[src/rtl/core/bba_pkg.sv]
`default_nettype none
// ---------------------------------------------------------------------------
// Block bitmap allocator package
// Shared types, operation and status codes for the allocator controller and
// its datapath.
// ---------------------------------------------------------------------------
package bba_pkg;

    localparam int ADDR_W    = 32;
    localparam int CNT_W     = 11;
    localparam int BLK_W     = 10;
    localparam int SHIFT_W   = 3;
    localparam int CFG_IDX_W = 2;
    localparam int WORD_W    = 32;

    // Operation codes
    localparam logic [1:0] OP_ALLOCATE = 2'd0;
    localparam logic [1:0] OP_FREE     = 2'd1;
    localparam logic [1:0] OP_INIT     = 2'd2;

    // Result status codes
    localparam logic [1:0] ST_OK    = 2'd0;
    localparam logic [1:0] ST_FULL  = 2'd1;
    localparam logic [1:0] ST_RANGE = 2'd2;

    // Configuration register indexes
    localparam logic [CFG_IDX_W-1:0] CFG_BASE  = 2'd0;
    localparam logic [CFG_IDX_W-1:0] CFG_SHIFT = 2'd1;
    localparam logic [CFG_IDX_W-1:0] CFG_COUNT = 2'd2;

    // Configuration reset values
    localparam logic [ADDR_W-1:0]  RST_BASE  = 32'd0;
    localparam logic [SHIFT_W-1:0] RST_SHIFT = 3'd1;
    localparam logic [CNT_W-1:0]   RST_COUNT = 11'd1024;

    typedef struct packed {
        logic [1:0]        operation;
        logic [ADDR_W-1:0] free_sector_address;
    } t_alloc_req;

    typedef struct packed {
        logic [1:0]        status;
        logic [BLK_W-1:0]  block_number;
        logic [ADDR_W-1:0] sector_address;
        logic [CNT_W-1:0]  free_count;
    } t_alloc_rsp;

    typedef enum logic [2:0] {
        S_IDLE,
        S_ALLOC_SCAN,
        S_FREE_CALC,
        S_FREE_READ,
        S_COMMIT
    } t_ctrl_state;

    // Commands from controller to datapath
    typedef struct packed {
        logic load;
        logic scan_run;
        logic free_calc;
        logic free_read;
        logic commit;
    } t_dp_cmd;

    // Status from datapath to controller
    typedef struct packed {
        logic cnt_zero;
        logic found;
        logic exhausted;
        logic out_free;
    } t_dp_stat;

endpackage
`default_nettype wire

[src/rtl/core/bba_ctrl.sv]
`default_nettype none
// ---------------------------------------------------------------------------
// Block bitmap allocator controller
// Sequences one operation at a time through scan, free and commit phases.
// ---------------------------------------------------------------------------
module bba_ctrl (
    input  wire logic              i_clk,
    input  wire logic              i_rst_n,
    input  wire logic              i_in_valid,
    input  wire logic [1:0]        i_in_op,
    input  wire bba_pkg::t_dp_stat i_stat,
    output logic                   o_in_ready,
    output bba_pkg::t_dp_cmd       o_cmd
);

    bba_pkg::t_ctrl_state r_state, n_state;

    always_ff @(posedge i_clk) begin
        if (!i_rst_n) begin
            r_state <= bba_pkg::S_IDLE;
        end else begin
            r_state <= n_state;
        end
    end

    always_comb begin
        n_state    = r_state;
        o_in_ready = 1'b0;
        o_cmd      = '0;
        case (r_state)
            bba_pkg::S_IDLE: begin
                o_in_ready = 1'b1;
                if (i_in_valid) begin
                    o_cmd.load = 1'b1;
                    case (i_in_op)
                        bba_pkg::OP_ALLOCATE: n_state = bba_pkg::S_ALLOC_SCAN;
                        bba_pkg::OP_FREE:     n_state = bba_pkg::S_FREE_CALC;
                        default:              n_state = bba_pkg::S_COMMIT;
                    endcase
                end
            end
            bba_pkg::S_ALLOC_SCAN: begin
                o_cmd.scan_run = !i_stat.cnt_zero;
                if (i_stat.cnt_zero || i_stat.found || i_stat.exhausted) begin
                    n_state = bba_pkg::S_COMMIT;
                end
            end
            bba_pkg::S_FREE_CALC: begin
                o_cmd.free_calc = 1'b1;
                n_state         = bba_pkg::S_FREE_READ;
            end
            bba_pkg::S_FREE_READ: begin
                o_cmd.free_read = 1'b1;
                n_state         = bba_pkg::S_COMMIT;
            end
            bba_pkg::S_COMMIT: begin
                // The result is only produced once the output register can take it.
                if (i_stat.out_free) begin
                    o_cmd.commit = 1'b1;
                    n_state      = bba_pkg::S_IDLE;
                end
            end
            default: begin
                n_state = bba_pkg::S_IDLE;
            end
        endcase
    end

endmodule
`default_nettype wire

[src/rtl/core/bba_dpath.sv]
`default_nettype none
// ---------------------------------------------------------------------------
// Block bitmap allocator datapath
// Bitmap memory, free-block counter, configuration registers, address
// arithmetic and the result register.
// ---------------------------------------------------------------------------
module bba_dpath #(
    parameter int MAX_BLOCKS = 1024
) (
    input  wire logic                             i_clk,
    input  wire logic                             i_rst_n,
    input  wire bba_pkg::t_dp_cmd                 i_cmd,
    output bba_pkg::t_dp_stat                     o_stat,
    input  wire bba_pkg::t_alloc_req              i_req,
    input  wire logic                             i_cfg_we,
    input  wire logic [bba_pkg::CFG_IDX_W-1:0]    i_cfg_index,
    input  wire logic [bba_pkg::ADDR_W-1:0]       i_cfg_data,
    input  wire logic                             i_out_ready,
    output logic                                  o_out_valid,
    output bba_pkg::t_alloc_rsp                   o_out_data
);

    localparam int IDX_W = $clog2(MAX_BLOCKS);
    localparam int ROW_W = (IDX_W > 5) ? IDX_W - 5 : 1;
    localparam int ROWS  = 2 ** ROW_W;
    localparam int SC_W  = ROW_W + 1;
    localparam int CMP_W = (SC_W > 7) ? SC_W : 7;
    localparam int POS_W = ROW_W + 5;
    localparam int RW    = ((POS_W > bba_pkg::CNT_W) ? POS_W : bba_pkg::CNT_W) + 1;
    localparam logic [31:0] MAXB = 32'(MAX_BLOCKS);

    // Configuration
    logic [bba_pkg::ADDR_W-1:0]  r_base;
    logic [bba_pkg::SHIFT_W-1:0] r_shift;
    logic [bba_pkg::CNT_W-1:0]   r_bc;

    // Captured request
    logic [1:0]                  r_op;
    logic [bba_pkg::ADDR_W-1:0]  r_addr;

    // Bitmap storage
    logic [bba_pkg::WORD_W-1:0]  r_mem [ROWS];
    logic [ROWS-1:0]             r_row_vld;
    logic [bba_pkg::WORD_W-1:0]  r_rd_word;
    logic                        r_rd_vld;

    // Scan state
    logic [SC_W-1:0]             r_scan_row;
    logic [ROW_W-1:0]            r_chk_row;
    logic                        r_chk_vld;
    logic                        r_hit;
    logic [POS_W-1:0]            r_blk;
    logic [ROW_W-1:0]            r_wr_row;
    logic [bba_pkg::WORD_W-1:0]  r_wr_word;

    // Free state
    logic [bba_pkg::ADDR_W-1:0]  r_idx;
    logic                        r_below;
    logic                        r_range;

    logic [bba_pkg::CNT_W-1:0]   r_cnt, n_cnt;
    logic                        r_out_vld;
    bba_pkg::t_alloc_rsp         r_out, n_out;

    logic [bba_pkg::CNT_W-1:0]   n_eff;
    logic [11:0]                 nw_sum;
    logic [6:0]                  nwords;
    logic                        scan_more;
    logic                        rd_en;
    logic [ROW_W-1:0]            rd_row;
    logic [bba_pkg::WORD_W-1:0]  chk_word;
    logic [RW-1:0]               pos_ext, n_ext, remain;
    logic [bba_pkg::WORD_W-1:0]  range_mask;
    logic [bba_pkg::WORD_W-1:0]  free_bits;
    logic [4:0]                  hit_bit;
    logic                        found;
    logic                        wr_en;
    logic [ROW_W-1:0]            wr_row;
    logic [bba_pkg::WORD_W-1:0]  wr_word;
    logic                        vld_clear;
    logic [bba_pkg::WORD_W-1:0]  free_word;
    logic [POS_W+9:0]            blk_wide;
    logic                        out_free;

    // Blocks in use: block_count limited to the bitmap size.
    assign n_eff  = ({21'b0, r_bc} > MAXB) ? MAXB[bba_pkg::CNT_W-1:0] : r_bc;
    assign nw_sum = {1'b0, n_eff} + 12'd31;
    assign nwords = nw_sum[11:5];

    assign scan_more = CMP_W'(r_scan_row) < CMP_W'(nwords);
    assign rd_en     = (i_cmd.scan_run && scan_more) || i_cmd.free_read;
    assign rd_row    = i_cmd.free_read ? r_idx[POS_W-1:5] : r_scan_row[ROW_W-1:0];

    // Examine the word read in the previous cycle; rows never written read as clear.
    assign chk_word = r_rd_vld ? r_rd_word : '0;
    assign pos_ext  = RW'({r_chk_row, 5'b0});
    assign n_ext    = RW'(n_eff);
    assign remain   = n_ext - pos_ext;

    always_comb begin
        if (n_ext <= pos_ext) begin
            range_mask = '0;
        end else if (remain >= RW'(bba_pkg::WORD_W)) begin
            range_mask = '1;
        end else begin
            range_mask = (32'h1 << remain[4:0]) - 32'h1;
        end
    end

    assign free_bits = ~chk_word & range_mask;

    always_comb begin
        hit_bit = '0;
        for (int b = bba_pkg::WORD_W - 1; b >= 0; b--) begin
            if (free_bits[b]) begin
                hit_bit = 5'(b);
            end
        end
    end

    assign found    = r_chk_vld && (|free_bits);
    assign out_free = !r_out_vld || i_out_ready;

    assign o_stat.cnt_zero  = (r_cnt == '0);
    assign o_stat.found     = found;
    assign o_stat.exhausted = !r_chk_vld && !scan_more;
    assign o_stat.out_free  = out_free;

    // Configuration registers
    always_ff @(posedge i_clk) begin
        if (!i_rst_n) begin
            r_base  <= bba_pkg::RST_BASE;
            r_shift <= bba_pkg::RST_SHIFT;
            r_bc    <= bba_pkg::RST_COUNT;
        end else if (i_cfg_we) begin
            case (i_cfg_index)
                bba_pkg::CFG_BASE:  r_base  <= i_cfg_data;
                bba_pkg::CFG_SHIFT: r_shift <= i_cfg_data[bba_pkg::SHIFT_W-1:0];
                bba_pkg::CFG_COUNT: r_bc    <= i_cfg_data[bba_pkg::CNT_W-1:0];
                default: ;
            endcase
        end
    end

    // Request capture and free address arithmetic
    always_ff @(posedge i_clk) begin
        if (i_cmd.load) begin
            r_op   <= i_req.operation;
            r_addr <= i_req.free_sector_address;
        end
        if (i_cmd.free_calc) begin
            r_idx   <= (r_addr - r_base) >> r_shift;
            r_below <= r_addr < r_base;
        end
        if (i_cmd.free_read) begin
            r_range <= r_below || (r_idx >= {21'b0, n_eff});
        end
    end

    // Scan control
    always_ff @(posedge i_clk) begin
        if (!i_rst_n) begin
            r_scan_row <= '0;
            r_chk_vld  <= 1'b0;
            r_hit      <= 1'b0;
        end else if (i_cmd.load) begin
            r_scan_row <= '0;
            r_chk_vld  <= 1'b0;
            r_hit      <= 1'b0;
        end else if (i_cmd.scan_run) begin
            r_chk_vld <= scan_more;
            if (scan_more) begin
                r_scan_row <= r_scan_row + SC_W'(1);
            end
            if (found && !r_hit) begin
                r_hit <= 1'b1;
            end
        end
    end

    always_ff @(posedge i_clk) begin
        if (i_cmd.scan_run && scan_more) begin
            r_chk_row <= r_scan_row[ROW_W-1:0];
        end
        if (i_cmd.scan_run && found && !r_hit) begin
            r_blk     <= {r_chk_row, hit_bit};
            r_wr_row  <= r_chk_row;
            r_wr_word <= chk_word | (32'h1 << hit_bit);
        end
    end

    // Bitmap memory, one row read or written per cycle
    always_ff @(posedge i_clk) begin
        if (wr_en) begin
            r_mem[wr_row] <= wr_word;
        end
        if (rd_en) begin
            r_rd_word <= r_mem[rd_row];
            r_rd_vld  <= r_row_vld[rd_row];
        end
    end

    always_ff @(posedge i_clk) begin
        if (!i_rst_n) begin
            r_row_vld <= '0;
        end else if (vld_clear) begin
            r_row_vld <= '0;
        end else if (wr_en) begin
            r_row_vld[wr_row] <= 1'b1;
        end
    end

    // Commit: state update and result formation
    assign free_word = chk_word & ~(32'h1 << r_idx[4:0]);
    assign blk_wide  = {10'b0, r_blk};

    always_comb begin
        n_cnt     = r_cnt;
        wr_en     = 1'b0;
        wr_row    = r_wr_row;
        wr_word   = r_wr_word;
        vld_clear = 1'b0;
        n_out.status         = bba_pkg::ST_OK;
        n_out.block_number   = '0;
        n_out.sector_address = '0;
        case (r_op)
            bba_pkg::OP_ALLOCATE: begin
                if (r_hit) begin
                    wr_en                = i_cmd.commit;
                    n_cnt                = r_cnt - 11'd1;
                    n_out.block_number   = blk_wide[9:0];
                    n_out.sector_address = r_base + (32'(r_blk) << r_shift);
                end else begin
                    n_out.status = bba_pkg::ST_FULL;
                end
            end
            bba_pkg::OP_FREE: begin
                if (r_range) begin
                    n_out.status = bba_pkg::ST_RANGE;
                end else begin
                    wr_en              = i_cmd.commit;
                    wr_row             = r_idx[POS_W-1:5];
                    wr_word            = free_word;
                    n_out.block_number = r_idx[9:0];
                    if (r_cnt < n_eff) begin
                        n_cnt = r_cnt + 11'd1;
                    end
                end
            end
            bba_pkg::OP_INIT: begin
                vld_clear = i_cmd.commit;
                n_cnt     = n_eff;
            end
            default: ;
        endcase
        n_out.free_count = n_cnt;
    end

    always_ff @(posedge i_clk) begin
        if (!i_rst_n) begin
            r_cnt     <= '0;
            r_out_vld <= 1'b0;
        end else begin
            if (i_cmd.commit) begin
                r_cnt     <= n_cnt;
                r_out_vld <= 1'b1;
            end else if (i_out_ready) begin
                r_out_vld <= 1'b0;
            end
        end
    end

    always_ff @(posedge i_clk) begin
        if (i_cmd.commit) begin
            r_out <= n_out;
        end
    end

    assign o_out_valid = r_out_vld;
    assign o_out_data  = r_out;

endmodule
`default_nettype wire

[src/rtl/core/block_bitmap_allocator.sv]
`default_nettype none
// ---------------------------------------------------------------------------
// Block bitmap allocator
// First-fit allocator over a used-block bitmap with a saturating free-block
// counter; supports allocate, free and initialise operations.
// ---------------------------------------------------------------------------
//
//  Channel  Direction  Handshake                Payload
//  -------  ---------  -----------------------  -----------------------------
//  in       input      i_in_valid / o_in_ready  t_alloc_req (operation, addr)
//  out      output     o_out_valid / i_out_ready t_alloc_rsp (status ... count)
//  cfg      input      i_cfg_valid / o_cfg_ready register index and data
//
// An allocate scans only the bitmap rows that cover the blocks in use: it reads
// one 32-bit bitmap row per cycle from the bitmap memory, examines each row
// once its read word is registered and stops at the first row with a clear bit.
// A free subtracts and shifts, reads the row and then writes it back. Reset
// clears the bitmap through per-row valid bits, so the block is ready in the
// cycle after reset. The result register lets the next transaction be
// accepted while a result waits; the commit step stalls only when the result
// register is still occupied.
//
module block_bitmap_allocator #(
    parameter int MAX_BLOCKS = 1024
) (
    input  wire logic                          i_clk,
    input  wire logic                          i_rst_n,
    input  wire logic                          i_in_valid,
    output logic                               o_in_ready,
    input  wire bba_pkg::t_alloc_req           i_in_data,
    output logic                               o_out_valid,
    input  wire logic                          i_out_ready,
    output bba_pkg::t_alloc_rsp                o_out_data,
    input  wire logic                          i_cfg_valid,
    output logic                               o_cfg_ready,
    input  wire logic [bba_pkg::CFG_IDX_W-1:0] i_cfg_index,
    input  wire logic [bba_pkg::ADDR_W-1:0]    i_cfg_data
);

    bba_pkg::t_dp_cmd  cmd;
    bba_pkg::t_dp_stat stat;

    // Configuration writes are taken at any time; the user must issue them only
    // while idle, as the block has no interlock with the operation in flight.
    assign o_cfg_ready = 1'b1;

    // The controller sequences a single transaction at a time and issues
    // per-phase commands; the datapath reports scan progress and whether
    // the result register is free.
    bba_ctrl u_ctrl (
        .i_clk      (i_clk),
        .i_rst_n    (i_rst_n),
        .i_in_valid (i_in_valid),
        .i_in_op    (i_in_data.operation),
        .i_stat     (stat),
        .o_in_ready (o_in_ready),
        .o_cmd      (cmd)
    );

    // The datapath holds the bitmap memory, the counter, the configuration
    // registers and the result register.
    bba_dpath #(
        .MAX_BLOCKS (MAX_BLOCKS)
    ) u_dpath (
        .i_clk       (i_clk),
        .i_rst_n     (i_rst_n),
        .i_cmd       (cmd),
        .o_stat      (stat),
        .i_req       (i_in_data),
        .i_cfg_we    (i_cfg_valid & o_cfg_ready),
        .i_cfg_index (i_cfg_index),
        .i_cfg_data  (i_cfg_data),
        .i_out_ready (i_out_ready),
        .o_out_valid (o_out_valid),
        .o_out_data  (o_out_data)
    );

endmodule
`default_nettype wire
[config.mk]
export PLATFORM = sky130hd
export DESIGN_NAME = block_bitmap_allocator
export DESIGN_NICKNAME = d
export VERILOG_FILES = /design/src/rtl/core/bba_pkg.sv /design/src/rtl/core/bba_ctrl.sv /design/src/rtl/core/bba_dpath.sv /design/src/rtl/core/block_bitmap_allocator.sv
export SDC_FILE = /design/constraint.sdc
export NUM_CORES = 2
export LEC_CHECK = 0
export BUFFER_PORTS_ARGS = -buffer_cell sky130_fd_sc_hd__clkbuf_2
export CORE_MARGIN = 1.5
export CORE_UTILIZATION = 40
export DETAILED_ROUTE_END_ITERATION = 6
export GPL_ROUTABILITY_DRIVEN = 0
export PLACE_DENSITY = 0.65
export SETUP_SLACK_MARGIN = 0.4
export SLEW_MARGIN = 10
export SYNTH_ARGS = -nofsm -noshare
export SYNTH_HDL_FRONTEND = slang
export SYNTH_SLANG_ARGS = --single-unit
export TNS_END_PERCENT = 5
[constraint.sdc]
create_clock -name i_clk -period 14.7 [get_ports i_clk]
set_clock_uncertainty 0.1 [all_clocks]
set_input_delay 0.735 -clock i_clk [delete_from_list [all_inputs] [get_ports i_clk]]
set_output_delay 0.735 -clock i_clk [all_outputs]
set_load 0.1 [all_outputs]
Word level (Yosys, flattened, before mapping):

Memories as Yosys holds them, arrays and structs flattened. A register that Yosys moved wholly into a read port is not among the register bits.
Index checks and enable logic that the tools add are counted.

* memories kept: 1
* bits in writable memories: 1024
* register bits after elaboration: 277
* logic and storage cells: 175

* $lt $le $gt $ge: 10
* eq/ne operators: 12
* shifts and indexed selects: 5
* bitwise logic cells: 7
* reductions and logical operators: 33
* muxes and demuxes: 75
* add/sub/neg operators: 8

Memories
* u_dpath.r_mem: depth 32, width 32, rd ports 1, clocked after Yosys merged registers in 1, write ports 1, RTL line bba_dpath.sv:42 `logic [bba_pkg::WORD_W-1:0] r_mem [ROWS];`

Operators with widths (number)
* 2-to-1 mux 5 bit: 35
* 2-to-1 mux 32 bit: 5
* left shift 1 x 5 -> 32 bit, first input constant: 3
* AND 32 bit: 2
* inverter 32 bit: 2
* OR 32 bit: 2
* 2-to-1 mux 11 bit: 4
* 2-to-1 mux 42 bit: 1
* case mux 11 bit (3 select lines): 1
* adder 32 bit: 1
* >= comparator 32 x 11 -> 1 bit: 1
* < comparator 32 bit: 1
* OR reduction 32 bit: 1
* left shift 10 x 3 -> 32 bit: 1
* right shift 32 x 3 -> 32 bit: 1
* subtractor 32 x 1 -> 32 bit, second input constant: 1
* subtractor 32 bit: 1
* case mux 12 bit (2 select lines): 1
* 2-to-1 mux 1 bit: 18
* case mux 3 bit (5 select lines): 1
* adder 11 x 5 -> 12 bit, second input constant: 1
* >= comparator 12 x 6 -> 1 bit, second input constant: 1
* < comparator 5 x 6 -> 1 bit, second input constant: 2
* AND reduction 2 bit: 6
* 33 further kinds: 57

Depth between registers and ports, before layout:

* depth in word-level cells: 42
* mapped depth: 22
* depth with buffers taken out: 16

Hierarchy:

A second synthesis with hierarchy kept.

* cells, all modules: 3907
* area total of the unflattened synthesis: 57859.2 µm²

Modules (own cells, without submodules)
* bba_dpath: cells an instance 3876, area an instance 57616.5 µm², instances 1, seq. area each 38807.2 µm²
* bba_ctrl: cells an instance 29, area an instance 231.5 µm², instances 1, seq. area each 60.1 µm²
* block_bitmap_allocator: cells an instance 2, area an instance 11.3 µm², instances 1, seq. area each 0.0 µm²

Worst setup path before layout:

Ideal clock, no wire load.

* path kind: register to register
* from: register u_dpath.r_bc[10] (netlist name)
* to: register u_dpath.r_blk[0], enable pin
* clock period less this slack: 5.738 ns
* data required time: 14.159 ns
* arrival time: 5.197 ns
* path slack: 8.962 ns
* cell stages (with the launch flop): 21
* setup time: 0.441 ns
* cell sequence: dfxtp_1 > buf_2 > buf_4 > buf_2 > buf_1 > nor2b_1 > inv_1 > ha_1 > fa_1 > xor2_1 > and3_1 > clkbuf_1 > clkbuf_1 > o21ai_0 > o311ai_2 > o221ai_1 > nor3b_1 > nand3_1 > o21ai_0 > or2_2 > nor2_1

* cells in the longest elaborated chain, start to end: 12
* elaborated cells on any way between the ends: 14
* those cells by class: 2 x add/sub; 3 x order compare; 1 x shift; 3 x mux; 1 x bitwise; 4 x reduce/logical

RTL lines
* from (decl): RTL line bba_dpath.sv:35 `logic [bba_pkg::CNT_W-1:0] r_bc;`
* from (signal assigned): RTL line bba_dpath.sv:134 `r_bc <= bba_pkg::RST_COUNT;`
* from (signal assigned): RTL line bba_dpath.sv:139 `bba_pkg::CFG_COUNT: r_bc <= i_cfg_data[bba_pkg::CNT_W-1:0];`
* > comparator 11 bit: RTL line bba_dpath.sv:86 `assign n_eff = ({21'b0, r_bc} > MAXB) ? MAXB[bba_pkg::CNT_W-1:0] : r_bc;`
* 2-to-1 mux 11 bit *: RTL line bba_dpath.sv:86
* subtractor 11 x 10 -> 12 bit: RTL line bba_dpath.sv:98 `assign remain = n_ext - pos_ext;`
* left shift 1 x 5 -> 32 bit: RTL line bba_dpath.sv:106 `range_mask = (32'h1 << remain[4:0]) - 32'h1;`
* subtractor 32 x 1 -> 32 bit: RTL line bba_dpath.sv:106
* 2-to-1 mux 32 bit: RTL line bba_dpath.sv:103 `end else if (remain >= RW'(bba_pkg::WORD_W)) begin`
* 2-to-1 mux 32 bit *: RTL line bba_dpath.sv:101 `if (n_ext <= pos_ext) begin`
* AND 32 bit *: RTL line bba_dpath.sv:110 `assign free_bits = ~chk_word & range_mask;`
* OR reduction 32 bit *: RTL line bba_dpath.sv:121 `assign found = r_chk_vld && (|free_bits);`
* logical AND 1 bit *: RTL line bba_dpath.sv:121
* logical AND 1 bit * (2 in series): RTL line bba_dpath.sv:185 `if (i_cmd.scan_run && found && !r_hit) begin`
* to (signal assigned): RTL line bba_dpath.sv:186 `r_blk <= {r_chk_row, hit_bit};`
* to (decl): RTL line bba_dpath.sv:52 `logic [POS_W-1:0] r_blk;`

Every way passes the cells marked *; elsewhere a longest branch is shown, timed or not.
A chain may end at the register's enable or synchronous reset.

Worst setup path in the final report:

* from: register u_dpath.r_bc[10] (netlist name)
* to: register u_dpath.r_wr_word[22] (netlist name), enable pin

* cells in the longest elaborated chain, start to end: 12
* elaborated cells on any way between the ends: 14
* those cells by class: 2 x add/sub; 3 x order compare; 1 x shift; 3 x mux; 1 x bitwise; 4 x reduce/logical

RTL lines
* > comparator 11 bit: RTL line bba_dpath.sv:86
* 2-to-1 mux 11 bit *: RTL line bba_dpath.sv:86
* subtractor 11 x 10 -> 12 bit: RTL line bba_dpath.sv:98
* left shift 1 x 5 -> 32 bit: RTL line bba_dpath.sv:106
* subtractor 32 x 1 -> 32 bit: RTL line bba_dpath.sv:106
* 2-to-1 mux 32 bit: RTL line bba_dpath.sv:103
* 2-to-1 mux 32 bit *: RTL line bba_dpath.sv:101
* AND 32 bit *: RTL line bba_dpath.sv:110
* OR reduction 32 bit *: RTL line bba_dpath.sv:121
* logical AND 1 bit *: RTL line bba_dpath.sv:121
* logical AND 1 bit * (2 in series): RTL line bba_dpath.sv:185
* to (signal assigned): RTL line bba_dpath.sv:188 `r_wr_word <= chk_word | (32'h1 << hit_bit);`
* to (decl): RTL line bba_dpath.sv:54 `logic [bba_pkg::WORD_W-1:0] r_wr_word;`

Marks and branches as above.

==> results.md <==
* Overflow left after global routing at 0
* Detailed Routing Iterations Pass 1 at 6
* First DRT Iteration DRCs at 4,288
* Crit path cell chain: buf_4, inv_1, nand2_1, inv_1, ha_1, xor2_1, and3_1, nand3_1, a221oi_1, a21oi_1, or4b_1, o21ai_0, or2_2, nor2_4, buf_12
* Die Width at 387 um
* Synth Warn # at 0
* Initial Util at 0.404
* Finish-stage setup viols at 0
* Setup TNS at 0 ns
* Pins Over Slew Limit at 0
* H-tree Lvls at 4
* Synth Flop Type: edfxtp_1
* Maximum clock rate at 171 MHz
* CP max-delay cell: nand3_1
* Flops & latches, synth at 1,328
* Area delta synth->final at 13.6%
* Outcome: finished, final reports clean
* DRT antenna net count at 0
* Cell area after synthesis at 58,900 um^2
* Cell area power density at 121 nW/um^2
* All-Layer GR Usage at 0.211
* Critical Path Start Type: register
* Syn_nets at 4,172
* Clock network power share at 0.409
* Worst-case clock buffer depth at 3
* Max-cap violations at 0
* CP top delay family: simple AND/OR/NAND/NOR gates
* Worst-Skew Late Latency at 0.77 ns
* Avg Vias per Cell at 5.89
* Ys async rst share at 0
* I/O Pins at 131
* Root Driver: clkbuf_16
* Flop pwr share at 0.520
* Top cells by area, synth: edfxtp_1, mux4_2, nand2_1
* Mean Syn Cell Area at 14.7 um^2
* NetSw at 1.87 mW
* Total vias in the final route at 36,500
* Post-synth EDFFs at 1,227
* WP buf/inv at 4
* Synth area leader: edfxtp_1
* Initial antenna violation count at 2
* WL/cell at 25.8 um
* Post-Syn Instances at 4,011
* Setup ws final at 8.86 ns
* RSZ-0062 raised after global routing: false
* Pleak at 22.6 nW
* Yosys cell types at 111
* Global-route wire length before repair at 236 mm
* Die area at 150,000 um^2
* Final WL at 160 mm
* Vias in the first global route at 35,400
* Finished Layout Cells at 6,191
* Layout cell share with drive strength beyond 1 at 0.203
* Clock-pin transition on the worst setup and hold timing paths at 0.06 ns
* Die height at 387 um
* Final net count at 4,330
* Pre-CTS setup slack at 8.76 ns
* HP Class: input pin to register
* CTS resizes at 0
* # Post-CTS Setup Buffers at 0
* Logic pwr share at 0.070
* Worst EP required at 15.10 ns
* Post-DP HPWL at 90.1 mm
* DRC at 0
* Layout fillers at 12,500
* Total power at 8.09 mW
* Worst path most repeated cell: inv_1
* Post-route clock period utilization at 0.398
* TritonCTS clock tree: done
* PortBufs at 129
* CP peak stage delay at 0.62 ns
* Register area share after synthesis at 0.660
* Post-placement cell count at 5,924
* CTS Sinks at 1,328
* Hold buffer count at CTS at 14
* Maximum VDD drop at 104 uV
* CTS Buf Count at 137
* CP arrival at 6.25 ns
* Synth top area share at 0.626
* Largest fanout on the critical path at 36
* FP Rows at 140
* Core area at 146,000 um^2
* Cell Int Power at 6.22 mW
* Kind of critical path: register to register
* Sw frac at 0.231
* Worst rel slew slack at 0.161
* Final hold violation count at 0
* Final min period at 5.84 ns
* Setup crit end kind: register
* Slew @ Worst Pin at 1.26 ns
* Largest net degree at the start of global routing at 134
-- routing by layer --
layer	wire length (um)	vias to the layer above	track usage
met3	15200	289	0.0440
met4	5250	2	0.0719
met5	196	-	0
met1	67000	18500	0.300
li1	-	15800	-
met2	72300	1814	0.322
-- cell usage after synthesis (31+ instances only) --
| cell type | count |
|---|---|
| mux2_2 | 31 |
| mux2i_1 | 53 |
| nand2_1 | 559 |
| ha_1 | 85 |
| dfxtp_1 | 101 |
| o21ai_0 | 110 |
| nor2_1 | 247 |
| a21oi_1 | 81 |
| buf_1 | 32 |
| a21o_1 | 41 |
| mux4_2 | 277 |
| inv_1 | 83 |
| buf_2 | 40 |
| clkbuf_1 | 144 |
| nor2b_1 | 33 |
| a21boi_0 | 34 |
| edfxtp_1 | 1227 |
| nor3_1 | 52 |
| o31ai_1 | 45 |
| xnor2_1 | 45 |
| nand3_1 | 215 |
-- worst register-to-register path, stage by stage (launching register included) --
cell and delay (ns):
dfxtp_1 0.31, buf_4 0.38, inv_1 0.40, nand2_1 0.26
inv_1 0.12, ha_1 0.37, xor2_1 0.20, and3_1 0.52
nand3_1 0.62, a221oi_1 0.62, a21oi_1 0.20, or4b_1 0.55
o21ai_0 0.38, or2_2 0.23, nor2_4 0.09, buf_12 0.23
-- path summary, 6_finish.rpt --
check / slack, ns / from / end / cells after the start
worst max register to register: 8.86 / u_dpath.r_bc[10]$_SDFFE_PN1P_ / u_dpath.r_wr_word[22]$_DFFE_PP_ / 15
worst min register to register: 0.37 / u_dpath.r_base[19]$_SDFFE_PN0P_ / u_dpath.r_base[19]$_SDFFE_PN0P_ / 2
worst max-delay path: 8.86 / u_dpath.r_bc[10]$_SDFFE_PN1P_ / u_dpath.r_wr_word[22]$_DFFE_PP_ / 15
worst min-delay path: 0.06 / i_in_data[17] / u_dpath.r_addr[17]$_DFFE_PP_ / 1
-- cells in the final DEF (no fill, tap or decap), types with 22 or more instances in the layout --
cell type,Yosys,final
dfxtp_1,101,100
nor3_1,52,51
clkbuf_1,144,35
nor2_1,247,213
clkinv_1,1,26
nor2_4,0,34
nand2b_1,22,22
inv_1,83,82
nand2_1,559,556
mux4_2,277,277
edfxtp_1,1227,1227
nor2b_1,33,33
a21boi_0,34,34
a21o_1,41,41
buf_4,2,85
xor2_1,27,27
clkbuf_16,0,138
mux2i_1,53,48
a21oi_1,81,81
o31ai_1,45,30
mux2_2,31,31
ha_1,85,85
xnor2_1,45,45
nand3_1,215,215
clkbuf_2,0,129
o21ai_0,110,109
-- logic make-up after synthesis --
kind of cell | count (synthesis) | share of synthesized area
xor gates and xnor gates | 72 | 0.0107
other | 1 | 0.0000637
buffers and inverters | 309 | 0.0212
DFF | 1328 | 0.660
AOI/OAI and AO/OA | 555 | 0.0672
adders and majority gates | 88 | 0.0191
muxes | 361 | 0.121
and+or+nand+nor | 1297 | 0.101
-- power groups by stage --
stage | Clock, mW | Sequential, mW | Combinational [mW]
2_1_floorplan | 0 | 4.33 | 0.356
3_3_place_gp | 0 | 4.29 | 0.551
3_5_place_dp | 0 | 4.29 | 0.557
4_1_cts | 3.37 | 4.21 | 0.563
5_1_grt | 3.50 | 4.21 | 0.616
6_report | 3.31 | 4.21 | 0.568
-- sequential cells by signal, summed over array words and instances, names as in the netlist, 32 cells and up --
| signal | count |
|---|---|
| u_dpath.r_mem | 1024 |
| u_dpath.o_out_data | 55 |
| u_dpath.r_addr | 32 |
| u_dpath.r_base | 32 |
| u_dpath.r_idx | 32 |
| u_dpath.r_rd_word | 32 |
| u_dpath.r_row_vld | 32 |
| u_dpath.r_wr_word | 32 |
-- metrics by stage --
step / util / hold WS, ns / instance area, um^2
final: 0.459 / 0.0595 / 66900
after global routing: 0.458 / 0.0156 / 66900
after CTS: 0.458 / 0.00102 / 66800
after detailed placement: 0.428 / 0.356 / 62400
after global placement: 0.428 / 0.344 / 62400
after floorplan: - / 0.326 / 58900
-- cell type report --
class                   count  area (um^2)  share of cell area
flip-flops and latches   1328        38900               0.581
multi-input cells        2374        19400               0.290
clock buffers             175         3610              0.0540
well taps                1917         2400              0.0359
repair buffers            241         1640              0.0245
clock inverters            68          629             0.00941
inverters                  87          328             0.00490
diodes                      1         2.50           0.0000374
Power figures use the tool's default switching activity.
